File: src/rtl/ptz_command_frame_builder_macros.svh
// Assertion shorthands used by the frame builder back end (ptzfb_back).
// Each macro expands to one labeled concurrent assertion, disabled in reset.
`ifndef PTZ_COMMAND_FRAME_BUILDER_MACROS_SVH
`define PTZ_COMMAND_FRAME_BUILDER_MACROS_SVH

// Same-cycle implication.
`define PTZ_ASSERT_NOW(label, clk, rst_n, ante, cons) \
	label: assert property (@(posedge clk) disable iff (!(rst_n)) (ante) |-> (cons)) \
		else $error("ptz frame builder assertion failed");

// Next-cycle implication.
`define PTZ_ASSERT_NEXT(label, clk, rst_n, ante, cons) \
	label: assert property (@(posedge clk) disable iff (!(rst_n)) (ante) |=> (cons)) \
		else $error("ptz frame builder assertion failed");

`endif

File: src/rtl/ptzfb_pkg.sv
package ptzfb_pkg;

	localparam int CMD_W       = 5;
	localparam int QUEUE_DEPTH = 2;
	localparam int QPTR_W      = (QUEUE_DEPTH > 1) ? $clog2(QUEUE_DEPTH) : 1;
	localparam int QCNT_W      = $clog2(QUEUE_DEPTH + 1);

	// Request codes
	localparam logic [CMD_W-1:0] CMD_UP           = 5'd0;
	localparam logic [CMD_W-1:0] CMD_DOWN         = 5'd1;
	localparam logic [CMD_W-1:0] CMD_LEFT         = 5'd2;
	localparam logic [CMD_W-1:0] CMD_RIGHT        = 5'd3;
	localparam logic [CMD_W-1:0] CMD_LEFT_UP      = 5'd4;
	localparam logic [CMD_W-1:0] CMD_RIGHT_UP     = 5'd5;
	localparam logic [CMD_W-1:0] CMD_LEFT_DOWN    = 5'd6;
	localparam logic [CMD_W-1:0] CMD_RIGHT_DOWN   = 5'd7;
	localparam logic [CMD_W-1:0] CMD_AUTOPAN      = 5'd8;
	localparam logic [CMD_W-1:0] CMD_IRIS_OPEN    = 5'd9;
	localparam logic [CMD_W-1:0] CMD_IRIS_CLOSE   = 5'd10;
	localparam logic [CMD_W-1:0] CMD_ZOOM_IN      = 5'd11;
	localparam logic [CMD_W-1:0] CMD_ZOOM_OUT     = 5'd12;
	localparam logic [CMD_W-1:0] CMD_FOCUS_FAR    = 5'd13;
	localparam logic [CMD_W-1:0] CMD_FOCUS_NEAR   = 5'd14;
	localparam logic [CMD_W-1:0] CMD_STOP         = 5'd15;
	localparam logic [CMD_W-1:0] CMD_LIGHT_ON     = 5'd16;
	localparam logic [CMD_W-1:0] CMD_LIGHT_OFF    = 5'd17;
	localparam logic [CMD_W-1:0] CMD_WIPER_ON     = 5'd18;
	localparam logic [CMD_W-1:0] CMD_WIPER_OFF    = 5'd19;
	localparam logic [CMD_W-1:0] CMD_POWER_ON     = 5'd20;
	localparam logic [CMD_W-1:0] CMD_POWER_OFF    = 5'd21;
	localparam logic [CMD_W-1:0] CMD_GOTO_PRESET  = 5'd22;
	localparam logic [CMD_W-1:0] CMD_SET_PRESET   = 5'd23;
	localparam logic [CMD_W-1:0] CMD_CLEAR_PRESET = 5'd24;

	// Frame byte positions
	localparam logic [2:0] IDX_SYNC = 3'd0;
	localparam logic [2:0] IDX_ADDR = 3'd1;
	localparam logic [2:0] IDX_CMD1 = 3'd2;
	localparam logic [2:0] IDX_CMD2 = 3'd3;
	localparam logic [2:0] IDX_PAN  = 3'd4;
	localparam logic [2:0] IDX_TILT = 3'd5;
	localparam logic [2:0] IDX_CSUM = 3'd6;

	localparam logic [7:0] SYNC_BYTE    = 8'hFF;
	localparam logic [7:0] SPEED_1      = 8'h10;
	localparam logic [7:0] SPEED_2      = 8'h1A;
	localparam logic [7:0] SPEED_3      = 8'h24;
	localparam logic [7:0] SPEED_4      = 8'h30;
	localparam logic [7:0] SPEED_5      = 8'h3C;
	localparam logic [7:0] NORMAL_SPEED = SPEED_3;

	typedef enum logic [1:0] {
		SRC_LIT = 2'd0,
		SRC_SPD = 2'd1,
		SRC_ARG = 2'd2
	} byte_src_t;

	typedef struct packed {
		logic       valid;
		logic [7:0] cmd1;
		logic [7:0] cmd2;
		byte_src_t  pan_src;
		logic [7:0] pan_lit;
		byte_src_t  tilt_src;
		logic [7:0] tilt_lit;
	} cmd_entry_t;

	typedef struct packed {
		logic [7:0] addr;
		logic [7:0] cmd1;
		logic [7:0] cmd2;
		logic [7:0] pan;
		logic [7:0] tilt;
		logic [7:0] csum;
	} frame_rec_t;

	function automatic cmd_entry_t mk_entry(logic [7:0] c1, logic [7:0] c2,
			byte_src_t ps, logic [7:0] pl, byte_src_t ts, logic [7:0] tl);
		cmd_entry_t e;
		e.valid    = 1'b1;
		e.cmd1     = c1;
		e.cmd2     = c2;
		e.pan_src  = ps;
		e.pan_lit  = pl;
		e.tilt_src = ts;
		e.tilt_lit = tl;
		return e;
	endfunction

	function automatic cmd_entry_t cmd_lookup(logic [CMD_W-1:0] cmd);
		cmd_entry_t e;
		case (cmd)
			CMD_UP:           e = mk_entry(8'h00, 8'h08, SRC_LIT, 8'h00, SRC_SPD, 8'h00);
			CMD_DOWN:         e = mk_entry(8'h00, 8'h10, SRC_LIT, 8'h00, SRC_SPD, 8'h00);
			CMD_LEFT:         e = mk_entry(8'h00, 8'h04, SRC_SPD, 8'h00, SRC_LIT, 8'h00);
			CMD_RIGHT:        e = mk_entry(8'h00, 8'h02, SRC_SPD, 8'h00, SRC_LIT, 8'h00);
			CMD_LEFT_UP:      e = mk_entry(8'h00, 8'h0C, SRC_SPD, 8'h00, SRC_SPD, 8'h00);
			CMD_RIGHT_UP:     e = mk_entry(8'h00, 8'h0A, SRC_SPD, 8'h00, SRC_SPD, 8'h00);
			CMD_LEFT_DOWN:    e = mk_entry(8'h00, 8'h14, SRC_SPD, 8'h00, SRC_SPD, 8'h00);
			CMD_RIGHT_DOWN:   e = mk_entry(8'h00, 8'h12, SRC_SPD, 8'h00, SRC_SPD, 8'h00);
			CMD_AUTOPAN:      e = mk_entry(8'h90, 8'h00, SRC_LIT, 8'h00, SRC_LIT, 8'h00);
			CMD_IRIS_OPEN:    e = mk_entry(8'h02, 8'h00, SRC_LIT, 8'h00, SRC_LIT, 8'h00);
			CMD_IRIS_CLOSE:   e = mk_entry(8'h04, 8'h00, SRC_LIT, 8'h00, SRC_LIT, 8'h00);
			CMD_ZOOM_IN:      e = mk_entry(8'h00, 8'h20, SRC_LIT, 8'h00, SRC_LIT, 8'h00);
			CMD_ZOOM_OUT:     e = mk_entry(8'h00, 8'h40, SRC_LIT, 8'h00, SRC_LIT, 8'h00);
			CMD_FOCUS_FAR:    e = mk_entry(8'h00, 8'h80, SRC_LIT, 8'h00, SRC_LIT, 8'h00);
			CMD_FOCUS_NEAR:   e = mk_entry(8'h01, 8'h00, SRC_LIT, 8'h00, SRC_LIT, 8'h00);
			CMD_STOP:         e = mk_entry(8'h00, 8'h00, SRC_LIT, 8'h00, SRC_LIT, 8'h00);
			CMD_LIGHT_ON:     e = mk_entry(8'h00, 8'h09, SRC_LIT, 8'h00, SRC_LIT, 8'h01);
			CMD_LIGHT_OFF:    e = mk_entry(8'h00, 8'h0B, SRC_LIT, 8'h00, SRC_LIT, 8'h01);
			CMD_WIPER_ON:     e = mk_entry(8'h00, 8'h09, SRC_LIT, 8'h00, SRC_LIT, 8'h02);
			CMD_WIPER_OFF:    e = mk_entry(8'h00, 8'h0B, SRC_LIT, 8'h00, SRC_LIT, 8'h02);
			CMD_POWER_ON:     e = mk_entry(8'h00, 8'h09, SRC_LIT, 8'h00, SRC_LIT, 8'h04);
			CMD_POWER_OFF:    e = mk_entry(8'h00, 8'h0B, SRC_LIT, 8'h00, SRC_LIT, 8'h04);
			CMD_GOTO_PRESET:  e = mk_entry(8'h00, 8'h07, SRC_LIT, 8'h00, SRC_ARG, 8'h00);
			CMD_SET_PRESET:   e = mk_entry(8'h00, 8'h03, SRC_LIT, 8'h00, SRC_ARG, 8'h00);
			CMD_CLEAR_PRESET: e = mk_entry(8'h00, 8'h05, SRC_LIT, 8'h00, SRC_ARG, 8'h00);
			default: begin
				e       = mk_entry(8'h00, 8'h00, SRC_LIT, 8'h00, SRC_LIT, 8'h00);
				e.valid = 1'b0;
			end
		endcase
		return e;
	endfunction

	function automatic logic [7:0] level_speed(logic [7:0] lvl);
		logic [7:0] s;
		case (lvl)
			8'd1:    s = SPEED_1;
			8'd2:    s = SPEED_2;
			8'd3:    s = SPEED_3;
			8'd4:    s = SPEED_4;
			8'd5:    s = SPEED_5;
			default: s = NORMAL_SPEED;
		endcase
		return s;
	endfunction

	function automatic logic [7:0] resolve_byte(byte_src_t src, logic [7:0] lit,
			logic [7:0] arg);
		logic [7:0] b;
		case (src)
			SRC_SPD: b = level_speed(arg);
			SRC_ARG: b = arg;
			default: b = lit;
		endcase
		return b;
	endfunction

endpackage

File: src/rtl/ptzfb_front.sv
module ptzfb_front (
	input  logic                             clk,
	input  logic                             arst_n,
	input  logic                             in_valid,
	output logic                             in_ready,
	input  logic [ptzfb_pkg::CMD_W-1:0]      command,
	input  logic [7:0]                       argument,
	input  logic [7:0]                       camera_address,
	output logic                             push_valid,
	input  logic                             push_ready,
	output ptzfb_pkg::frame_rec_t            push_rec
);
	import ptzfb_pkg::*;

	cmd_entry_t ent;
	frame_rec_t rec;
	logic       val_s1;
	frame_rec_t rec_s1;

	always_comb begin
		ent      = cmd_lookup(command);
		rec.addr = camera_address;
		rec.cmd1 = ent.cmd1;
		rec.cmd2 = ent.cmd2;
		rec.pan  = resolve_byte(ent.pan_src, ent.pan_lit, argument);
		rec.tilt = resolve_byte(ent.tilt_src, ent.tilt_lit, argument);
		rec.csum = rec.addr + rec.cmd1 + rec.cmd2 + rec.pan + rec.tilt;
	end

	// Stage frees up when empty or when the queue takes its word.
	assign in_ready   = !val_s1 || push_ready;
	assign push_valid = val_s1;
	assign push_rec   = rec_s1;

	always_ff @(posedge clk or negedge arst_n) begin
		if (!arst_n) begin
			val_s1 <= 1'b0;
		end else if (in_ready) begin
			// drop unknown commands here
			val_s1 <= in_valid && ent.valid;
		end
	end

	always_ff @(posedge clk) begin
		if (in_ready && in_valid) begin
			rec_s1 <= rec;
		end
	end

endmodule

File: src/rtl/ptzfb_queue.sv
module ptzfb_queue (
	input  logic                  clk,
	input  logic                  arst_n,
	input  logic                  push_valid,
	output logic                  push_ready,
	input  ptzfb_pkg::frame_rec_t push_rec,
	output logic                  pop_valid,
	input  logic                  pop_ready,
	output ptzfb_pkg::frame_rec_t pop_rec
);
	import ptzfb_pkg::*;

	frame_rec_t        slot_q [QUEUE_DEPTH];
	logic [QPTR_W-1:0] wr_ptr_q;
	logic [QPTR_W-1:0] rd_ptr_q;
	logic [QCNT_W-1:0] cnt_q;
	logic              push;
	logic              pop;

	assign push_ready = (cnt_q != QCNT_W'(QUEUE_DEPTH));
	assign pop_valid  = (cnt_q != '0);
	assign pop_rec    = slot_q[rd_ptr_q];
	assign push       = push_valid && push_ready;
	assign pop        = pop_valid && pop_ready;

	always_ff @(posedge clk or negedge arst_n) begin
		if (!arst_n) begin
			wr_ptr_q <= '0;
			rd_ptr_q <= '0;
			cnt_q    <= '0;
		end else begin
			if (push) begin
				wr_ptr_q <= (wr_ptr_q == QPTR_W'(QUEUE_DEPTH - 1)) ? '0 : wr_ptr_q + 1'b1;
			end
			if (pop) begin
				rd_ptr_q <= (rd_ptr_q == QPTR_W'(QUEUE_DEPTH - 1)) ? '0 : rd_ptr_q + 1'b1;
			end
			if (push && !pop) begin
				cnt_q <= cnt_q + 1'b1;
			end else if (pop && !push) begin
				cnt_q <= cnt_q - 1'b1;
			end
		end
	end

	always_ff @(posedge clk) begin
		if (push) begin
			slot_q[wr_ptr_q] <= push_rec;
		end
	end

endmodule

File: src/rtl/ptzfb_back.sv
`include "ptz_command_frame_builder_macros.svh"

module ptzfb_back (
	input  logic                  clk,
	input  logic                  arst_n,
	input  logic                  pop_valid,
	output logic                  pop_ready,
	input  ptzfb_pkg::frame_rec_t pop_rec,
	output logic                  out_valid,
	input  logic                  out_ready,
	output logic [7:0]            frame_byte,
	output logic                  last_byte
);
	import ptzfb_pkg::*;

	logic       active_q;
	logic [2:0] cnt_q;
	frame_rec_t rec_q;
	logic       fire;
	logic       at_last;

	assign at_last   = (cnt_q == IDX_CSUM);
	assign fire      = active_q && out_ready;
	assign out_valid = active_q;
	assign last_byte = at_last;
	// Load the next frame right behind the checksum word, no bubble.
	assign pop_ready = !active_q || (fire && at_last);

	always_comb begin
		case (cnt_q)
			IDX_SYNC: frame_byte = SYNC_BYTE;
			IDX_ADDR: frame_byte = rec_q.addr;
			IDX_CMD1: frame_byte = rec_q.cmd1;
			IDX_CMD2: frame_byte = rec_q.cmd2;
			IDX_PAN:  frame_byte = rec_q.pan;
			IDX_TILT: frame_byte = rec_q.tilt;
			IDX_CSUM: frame_byte = rec_q.csum;
			default:  frame_byte = SYNC_BYTE;
		endcase
	end

	always_ff @(posedge clk or negedge arst_n) begin
		if (!arst_n) begin
			active_q <= 1'b0;
			cnt_q    <= IDX_SYNC;
		end else if (pop_valid && pop_ready) begin
			active_q <= 1'b1;
			cnt_q    <= IDX_SYNC;
		end else if (fire && at_last) begin
			active_q <= 1'b0;
		end else if (fire) begin
			cnt_q <= cnt_q + 3'd1;
		end
	end

	always_ff @(posedge clk) begin
		if (pop_valid && pop_ready) begin
			rec_q <= pop_rec;
		end
	end

	`PTZ_ASSERT_NOW(a_cnt_in_frame, clk, arst_n, active_q, cnt_q <= IDX_CSUM)
	`PTZ_ASSERT_NEXT(a_cnt_advance, clk, arst_n, fire && !at_last,
		active_q && (cnt_q == $past(cnt_q) + 3'd1))
	`PTZ_ASSERT_NEXT(a_idle_after_last, clk, arst_n, fire && at_last && !pop_valid,
		!active_q)
	`PTZ_ASSERT_NEXT(a_new_frame_starts_at_sync, clk, arst_n, pop_valid && pop_ready,
		active_q && (cnt_q == IDX_SYNC))

endmodule

File: src/rtl/ptz_command_frame_builder.sv
// Pan/tilt/zoom command frame builder. Each accepted request (command, argument,
// camera_address) becomes a seven-byte frame, sent one byte per accepted output
// word: sync 0xFF, address, command1, command2, pan speed, tilt speed, then the
// 8-bit sum of bytes 1 to 5 with last_byte high. Requests with an unknown command
// code (25 and up) are taken and yield no output. The front stage takes a request
// every cycle while the two-frame queue behind it has room; the serializer drains
// one byte per cycle while out_ready is high and sends frames back to back, so
// that serializer sets the sustained request rate. A request passes through the
// front stage register, a queue slot and the serializer's frame register before
// the first byte of its frame appears.
module ptz_command_frame_builder (
	input  logic                        clk,
	input  logic                        arst_n,
	input  logic                        in_valid,
	output logic                        in_ready,
	input  logic [ptzfb_pkg::CMD_W-1:0] command,
	input  logic [7:0]                  argument,
	input  logic [7:0]                  camera_address,
	output logic                        out_valid,
	input  logic                        out_ready,
	output logic [7:0]                  frame_byte,
	output logic                        last_byte
);
	import ptzfb_pkg::*;

	logic       push_valid;
	logic       push_ready;
	frame_rec_t push_rec;
	logic       pop_valid;
	logic       pop_ready;
	frame_rec_t pop_rec;

	ptzfb_front u_front (
		.clk            (clk),
		.arst_n         (arst_n),
		.in_valid       (in_valid),
		.in_ready       (in_ready),
		.command        (command),
		.argument       (argument),
		.camera_address (camera_address),
		.push_valid     (push_valid),
		.push_ready     (push_ready),
		.push_rec       (push_rec)
	);

	ptzfb_queue u_queue (
		.clk        (clk),
		.arst_n     (arst_n),
		.push_valid (push_valid),
		.push_ready (push_ready),
		.push_rec   (push_rec),
		.pop_valid  (pop_valid),
		.pop_ready  (pop_ready),
		.pop_rec    (pop_rec)
	);

	ptzfb_back u_back (
		.clk        (clk),
		.arst_n     (arst_n),
		.pop_valid  (pop_valid),
		.pop_ready  (pop_ready),
		.pop_rec    (pop_rec),
		.out_valid  (out_valid),
		.out_ready  (out_ready),
		.frame_byte (frame_byte),
		.last_byte  (last_byte)
	);

endmodule
File: config.mk
export PLATFORM = sky130hd
export DESIGN_NAME = ptz_command_frame_builder
export DESIGN_NICKNAME = d
export VERILOG_FILES = /design/src/rtl/ptzfb_pkg.sv /design/src/rtl/ptzfb_front.sv /design/src/rtl/ptzfb_queue.sv /design/src/rtl/ptzfb_back.sv /design/src/rtl/ptz_command_frame_builder.sv
export VERILOG_INCLUDE_DIRS = /design/src /design/src/rtl
export SDC_FILE = /design/constraint.sdc
export NUM_CORES = 1
export LEC_CHECK = 0
export BUFFER_PORTS_ARGS = -buffer_cell sky130_fd_sc_hd__clkbuf_2
export CAP_MARGIN = 20
export CORE_MARGIN = 10
export CORE_UTILIZATION = 50
export CTS_CLUSTER_DIAMETER = 200
export CTS_CLUSTER_SIZE = 20
export DETAILED_ROUTE_END_ITERATION = 6
export GPL_ROUTABILITY_DRIVEN = 0
export HOLD_SLACK_MARGIN = 0.03
export PLACE_DENSITY = 0.67
export SLEW_MARGIN = 20
export SYNTH_ARGS = -nofsm -noshare
export SYNTH_HDL_FRONTEND = slang
export SYNTH_SLANG_ARGS = --single-unit
File: constraint.sdc
create_clock -name clk -period 4.6 [get_ports clk]
set_input_delay 0 -clock clk [delete_from_list [all_inputs] [get_ports clk]]
set_output_delay 0 -clock clk [all_outputs]
set_load 0.005 [all_outputs]
==> results of run 1 <==
==> metrics by stage <==
stage / total power [mW] / instances / hold WS [ns] / instance area [um^2] / worst slack [ns]
final: 4.91 / 720 / 0.0765 / 8570 / 0.248
after global routing: 5.18 / 720 / 0.0959 / 8570 / 0.0629
after CTS: 4.98 / 720 / 0.0467 / 8570 / 0.222
after detailed placement: 3.58 / 670 / -0.127 / 7810 / 0.312
after global placement: 3.53 / 670 / -0.136 / 7810 / 0.441
after floorplan: 3.16 / 465 / -0.296 / 7440 / 0.650
==> area by class of cell <==
| type | count | area [um^2] |
|---|---|---|
| clock buffer | 17 | 425 |
| clock inverter | 15 | 155 |
| fill | 1117 | 5960 |
| inverter | 38 | 143 |
| multi-input combinational | 237 | 2090 |
| sequential | 173 | 5150 |
| tap | 184 | 230 |
| timing repair buffer | 56 | 378 |
==> power groups by stage <==
stage | Sequential [mW] | Clock, mW | Combinational [mW]
6_report | 2.38 | 1.38 | 1.16
2_1_floorplan | 2.35 | 0 | 0.811
3_5_place_dp | 2.41 | 0 | 1.17
3_3_place_gp | 2.39 | 0 | 1.14
4_1_cts | 2.38 | 1.41 | 1.19
5_1_grt | 2.42 | 1.47 | 1.28
==> cells in the final DEF, fill, tap and decap left out, drive strengths merged, types with 7 or more instances in the layout <==
cell type | synthesis | final
edfxtp | 164 | 164
clkbuf | 13 | 52
mux2 | 52 | 52
fa | 16 | 16
o21a | 7 | 7
nand2 | 31 | 31
a222oi | 7 | 7
a21oi | 9 | 9
ha | 16 | 16
o21ai | 8 | 8
dfrtp | 9 | 9
nand3 | 7 | 7
and2 | 7 | 7
xnor2 | 11 | 11
nor2 | 23 | 23
inv | 38 | 45
dlygate4sd3 | 0 | 18
==> sequential cells by signal (all words and copies together), names as in the netlist <==
signal              flops
u_back.out_valid        1
u_back.cnt_q            3
u_front.push_rec       41
u_queue.wr_ptr_q        1
u_queue.cnt_q           2
u_back.rec_q           41
u_queue.slot_q         82
u_queue.rd_ptr_q        1
u_front.push_valid      1
==> path summary, 6_finish.rpt <==
check                                      from                    end  cells after the start
max in group asynchronous                arst_n       u_queue.rd_ptr_q                      3
hold reg to reg            u_front.push_rec[20]  u_queue.slot_q[0][20]                      0
min in group asynchronous                arst_n       u_queue.cnt_q[1]                      3
hold / removal                       command[3]   u_front.push_rec[25]                      2
setup / recovery                    argument[4]    u_front.push_rec[7]                     16
setup reg to reg                u_back.cnt_q[2]       u_queue.cnt_q[1]                      8
==> critical path, delay by kind of cell <==
kind	cells	cell delay (ns)
AO/OA/AOI/OAI	3	0.63
XOR/XNOR	1	0.37
adder cells (fa/ha/maj)	4	1.69
buffers and inverters	4	0.73
AND/OR/NAND/NOR	4	1.10
==> metal layers <==
metal,vias to the layer above,track usage
li1,1825,-
met1,1911,0.183
met2,100,0.212
met3,12,0.0317
met4,0,0.0554
met5,-,0
==> cells by family (layout without fill, tap and decap cells) <==
kind of cell    count (synthesis)  count (layout)
mux                            52              52
compound gates                 41              41
flops                         173             173
simple gates                   93              93
fa+ha+maj                      33              33
xor+xnor                       18              18
buf+inv                        55             126
==> metrics.md, run 1 <==
| Metric | Value |
|---|---|
| Gr ovfl total | 0 |
| Drt pass-1 iters | 7 |
| Net Switching | roughly 1.4 mW |
| Sequential Power Share | 0.484 |
| Status | complete, no violations |
| TritonCTS Buffers | 17 |
| Largest family of logic cells by synthesized area | multiplexers |
| Most frequent cells after synthesis | edfxtp_1, mux2_2, inv_1 |
| Power per cell area | about 570 nW/um^2 |
| Worst hold path class | in2reg |
| CTS Hold Bufs | 18 |
| Fmax | between 200 and 250 MHz |
| R2r setup slk | 1.67 ns |
| Top-area cell type share of the netlist area | 0.662 |
| Hold Violations, Final | 0 |
| Top-count cell post-synth | edfxtp_1 |
| Met3 routed WL | 554 um |
| Pleak | approximately 3.2 nW |
| Period utilization | 0.946 |
| Startpoint types | primary input |
| Area delta synth->final | 15.2% |
| Setup TNS | 0 ns |
| Initial antenna violation count | 0 |
| Max_slew headroom | 0.335 |
| Die width | between 100 and 150 um |
| Syn_nets | roughly 520 |
| Largest net degree at the start of global routing | between 40 and 50 |
| Maximum vdd drop | approximately 0.3 mV |
| FP Rows | 44 |
| Distinct cell type count after synthesis | between 40 and 50 |
| Clock-pin slew on the worst setup and hold paths | ~0.07 ns |
| Mean post-synth cell area | 16.0 um^2 |
| Clk root buf | clkbuf_16 |
| Post-route DRC | 0 |
| DP HPWL | 8890 um |
| Ys Warns | 0 |
| Number of global-route vias before repair | 4024 |
| Layout cells sized above 1 | 0.250 |
| RSZ-0062 raised after global routing | no |
| Drt wl/cell | roughly 18 um |
| Mux share of post-synthesis cell area | 0.0787 |
| Crit path kind | in2reg |
| Layout net count | 580 |
| Slew @ Worst Pin | ~1 ns |
| Met1 wire length | 6020 um |
| Adder-Cell Fraction of Synth Area | 0.0713 |
| Die H | around 140 um |
| GR Util All Layers | 0.137 |
| CP max-delay cell | or4_1 |
| Minimum clock period | about 4.4 ns |
| TritonCTS Sinks | roughly 170 |
| Setup Skew | around 0.011 ns |
| WL final | about 13000 um |
| Setup violators final | 0 |
| Number of vias per cell | around 5.3 |
| Max cap viols | 0 |
| Number of synthesized flops with an enable pin | around 160 |
| Ys async rst share | 0.0520 |
| Initial DRC Count | approximately 200 |
| Area contributors post-synth | edfxtp_1, mux2_2, fa_1, dfrtp_1, ha_1 |
| Gates resized, CTS repair | 0 |
| CP arrival | 4.53 ns |
| CTS tree | done |
| Port bufs | 35 |
| Sequential fraction of the synthesis area | 0.692 |
| Predominant post-synthesis flop cell | edfxtp_1 |
| H-tree Lvls | 4 |
| Die area | just over 20000 um^2 |
| Crit-path cells | dlygate4sd3_1, clkbuf_2, or4_1, or2_4, nor3_2, o22ai_1, fa_1, fa_1, inv_1, fa_1, inv_1, ha_1, a21oi_1, nor2b_1, a311oi_1, xnor3_1 |
| FF+latch count, synth | 173 |
| Post-Syn Area | between 7000 and 8000 um^2 |
| Critical path peak fanout | 4 |
| Clk_lat worst skew | 0.43 ns |
| Switching share of power | 0.290 |
| Area leader, netlist | edfxtp_1 |
| Post-Synth XOR/XNOR Area | 0.0230 |
| Mapped Cells | 465 |
| Final core occ | 0.590 |
| First-pass GRT wire length | 21100 um |
| Number of I/O pins | 36 |
| Pint | around 3.5 mW |
| Met2 WL | approximately 6400 um |
| Synth Area in Simple Gates | 0.0657 |
| Detail Route Antenna Nets | 0 |
| Detailed-route via count | between 3000 and 4000 |
| Clk buf depth | 2 |
| CP dominant cell by count | fa_1 |
| Antenna diode count | 0 |
| Clock share of power | 0.280 |
| Combinational Power Share | 0.235 |
| Postcts setup bufs | 0 |
| CP max stage delay | between 0.5 and 0.6 ns |
| Initial Utilization | 0.512 |
| Core Box Area | between 10000 and 15000 um^2 |
| Slew Limit Fails | 0 |
| Worst path required time | ~4.8 ns |
| DR top layer | met4 |
| Compound-Gate Fraction of Synth Area | 0.0398 |
| Worst setup EP type | register |
Note: power is estimated with default switching activity, not from simulation.
==> run 2, diff against run 1 <==
Settings changed: SYNTH_HIERARCHICAL set to 1.
==> metrics.md, run 2 <==
| Metric | Value |
|---|---|
| TritonCTS Buffers | 17 (unchanged) |
| Setup crit start | argument[3] |
| Layout net count | 618 (+6.6%) |
| Crit-path cells | dlygate4sd3_1, clkbuf_2, or4_1, nor2_1, a32oi_1, fa_1, fa_1, fa_1, inv_1, ha_1, nor2b_1, a31oi_1, xnor3_1 |
| Adder-Cell Fraction of Synth Area | 0.0624 (-0.00887) |
| Mapped Cells | 505 (+8.6%) |
| Compound-Gate Fraction of Synth Area | 0.0474 (+0.00757) |
| Max cap viols | 0 (unchanged) |
| Worst setup EP type | register |
| Number of vias per cell | 5.24 (-1.9%) |
| Post-route DRC | 0 (unchanged) |
| Die area | 22200 um^2 (+10%) |
| Ys Warns | 6 (+6) |
| Commonest non-fill, non-tap cells in the layout | edfxtp_1, mux2_2, inv_1 |
| R2r setup slk | 2.13 ns (+0.46 ns) |
| Clk_lat worst skew | 0.42 ns (about the same) |
| Die width | 149 um (+5.0%) |
| Power per cell area | 561 nW/um^2 (-2.1%) |
| Area leader, netlist | edfxtp_1 |
| CP dominant cell by count | fa_1 |
| Detail Route Antenna Nets | 0 (unchanged) |
| Die H | 149 um (+5.0%) |
| Buffers plus inverters on the worst setup path | 3 (-1) |
| Startpoint types | primary input |
| Postcts setup bufs | 0 (unchanged) |
| CTS Hold Bufs | 18 (unchanged) |
| Post-DP Area | 8650 um^2 (+11%) |
| # fillers | 1267 (+13%) |
| WHS | 0.0819 ns (+0.00543 ns) |
| Largest net degree at the start of global routing | 50 (+16%) |
| CP max-delay cell | dlygate4sd3_1 |
| Crit. path cell count | 13 (-3) |
| Min-delay src | command[0] |
| Hold Violations, Final | 0 (unchanged) |
| FF-to-FF path depth | 5 (-3) |
| Initial antenna violation count | 0 (unchanged) |
| Fmax | 237 MHz (+3.2%) |
| Drt pass-1 iters | 5 (-2) |
| Largest family of logic cells by synthesized area | multiplexers |
| CTS tree | done |
| Predominant post-synthesis flop cell | edfxtp_1 |
| Clk root buf | clkbuf_16 |
| Setup TNS | 0 ns (unchanged) |
| Setup violators final | 0 (unchanged) |
| Top reg by flops | u_queue/slot_q |
| Detailed-route via count | 4161 (+8.1%) |
| CP max stage delay | 0.53 ns (about the same) |
| Final core occ | 0.571 (-0.0186) |
| FF+latch count, synth | 194 (+12%) |
| Mux share of post-synthesis cell area | 0.0815 (+0.00279) |
| R2R Path Start | u_back/cnt_q[0] |
| Clock-pin slew on the worst setup and hold paths | 0.07 ns (about the same) |
| Maximum vdd drop | 0.296 mV (-1.6%) |
| RR Endpoint | u_back/rec_q[15] |
| RSZ-0062 raised after global routing | no |
| Initial Utilization | 0.507 (-0.00560) |
| Area delta synth->final | 12.8% |
| Mean post-synth cell area | 16.5 um^2 (+3.2%) |
| Ys async rst share | 0.0464 (-0.00563) |
| FF/Latch Area | 5780 um^2 (+12%) |
| Top-area cell type share of the netlist area | 0.666 (+0.00444) |
| WL final | 14400 um (+10%) |
| Crit path kind | in2reg |
| Number of synthesized flops with an enable pin | 185 (+13%) |
| Worst hold path class | in2reg |
| Slew @ Worst Pin | 0.957 ns (-0.0408 ns) |
| FP Rows | 47 (+6.8%) |
| Distinct cell type count after synthesis | 56 (+14%) |
| Finished Cell Area | 9410 um^2 (+9.7%) |
| Antenna diode count | 0 (unchanged) |
| Max FFs per register | 96 (+17%) |
| Number of I/O pins | 36 (unchanged) |
| Top delay family on crit path | adder cells |
| Sequential fraction of the synthesis area | 0.693 (+0.00119) |
| Pleak | 3.50 nW (+8.1%) |
| DP HPWL | 9560 um (+7.5%) |
| CP endpoint | u_front/push_rec[7] |
| Setup Skew | 0.00686 ns (-0.00441 ns) |
| Slew Limit Fails | 0 (unchanged) |
| Synth Area in Simple Gates | 0.0566 (-0.00917) |
| TritonCTS Sinks | 194 (+12%) |
| Status | complete, no violations |
| Max_slew headroom | 0.362 (+0.0272) |
| Area contributors post-synth | edfxtp_1, mux2_2, fa_1, dfrtp_1, ha_1 |
| Most common cell after layout, fill and taps aside | edfxtp_1 |
| Drt wl/cell | 18.2 um (-0.26%) |
| Worst path required time | 4.76 ns (about the same) |
| Gr ovfl total | 0 (unchanged) |
| Initial DRC Count | 293 (+46%) |
| Number of global-route vias before repair | 4334 (+7.7%) |
| Gates resized, CTS repair | 0 (unchanged) |
| Post-Synth XOR/XNOR Area | 0.0174 (-0.00563) |
| Clk buf depth | 2 (unchanged) |
| Top-count cell post-synth | edfxtp_1 |
| Footprint of the multi-input gates | 2250 um^2 (+7.5%) |
| Period utilization | 0.917 (-0.0295) |
| Core Box Area | 16500 um^2 (+13%) |
| CP arrival | 4.38 ns (-0.15 ns) |
| Most frequent cells after synthesis | edfxtp_1, mux2_2, inv_1 |
| H-tree Lvls | 4 (unchanged) |
| Minimum clock period | 4.22 ns (-0.135 ns) |
| Port bufs | 35 (unchanged) |
| First-pass GRT wire length | 23500 um (+11%) |
| Critical path peak fanout | 9 (+5) |
| Layout cells sized above 1 | 0.246 (-0.00436) |
| Post-Syn Area | 8340 um^2 (+12%) |
| GR Util All Layers | 0.136 (-0.000764) |
## run 2: cell types whose count changed in the layout (fill, tap and decap cells not counted), moves of 4 or more
| cell | before | now |
|---|---|---|
| a2bb2oi_1 | 0 | 4 |
| mux2_4 | 0 | 10 |
| a32oi_1 | 0 | 4 |
| conb_1 | 0 | 6 |
| nand2b_1 | 3 | 7 |
| a221oi_1 | 1 | 6 |
| edfxtp_1 | 164 | 185 |
| nand2_1 | 31 | 20 |
| mux2_2 | 52 | 47 |
| o21a_1 | 6 | 1 |
## run 2: area by class of cell
cell class	count	share of cell area
repair buffers	56	0.0402
flip-flops and latches	194	0.615
well taps	220	0.0293
clock buffers	17	0.0452
multi-input cells	251	0.239
clock inverters	15	0.0153
inverters	41	0.0164
## run 2: logic make-up (layout without fill, tap and decap cells)
kind of cell / count (synthesis) / count (layout)
buffers and inverters: 65 / 129
AO/OA/AOI/OAI: 52 / 52
multiplexers: 57 / 57
other: 1 / 6
flip-flops: 194 / 194
adder cells (fa/ha/maj): 32 / 32
XOR/XNOR: 15 / 15
AND/OR/NAND/NOR: 89 / 89
## run 2: metrics by stage
| stage | worst slack [ns] | total power, mW | std cells |
|---|---|---|---|
| finish | 0.384 | 5.28 | 794 |
| global route | 0.265 | 5.58 | 794 |
| CTS | 0.444 | 5.35 | 794 |
| detailed placement | 0.423 | 3.96 | 744 |
| global placement | 0.475 | 3.91 | 744 |
| floorplan | 0.899 | 3.59 | 510 |
## run 2: worst min path at each step
stage | end | slack [ns] | depth (start not counted)
2_1_floorplan | u_back/cnt_q[0] | -0.30 | 0
3_3_place_gp | u_back/cnt_q[0] | -0.13 | 1
3_5_place_dp | u_back/cnt_q[0] | -0.12 | 1
4_1_cts | u_front/push_rec[26] | 0.06 | 2
5_1_grt | u_front/push_rec[26] | 0.09 | 2
6_report | u_front/push_rec[26] | 0.08 | 2
## run 2: per-layer routing
layer	GRT usage	share of wire
met1	0.189	0.47
met4	0.0466	0.0087
met2	0.208	0.48
met5	0	0
met3	0.0309	0.041
## run 2: power by group
| part | switching [mW] | internal, mW |
|---|---|---|
| logic | 0.726 | 0.569 |
| registers | 0.156 | 2.46 |
| clock network | 0.652 | 0.716 |
| total | 1.53 | 3.74 |
## run 2: worst reg2reg max path, delay by kind of cell, from the launching register on
| family | cells | cell delay, ns |
|---|---|---|
| flip-flops | 1 | 0.45 |
| adder cells (fa/ha/maj) | 1 | 0.64 |
| AND/OR/NAND/NOR | 3 | 0.86 |
| buffers and inverters | 1 | 0.12 |
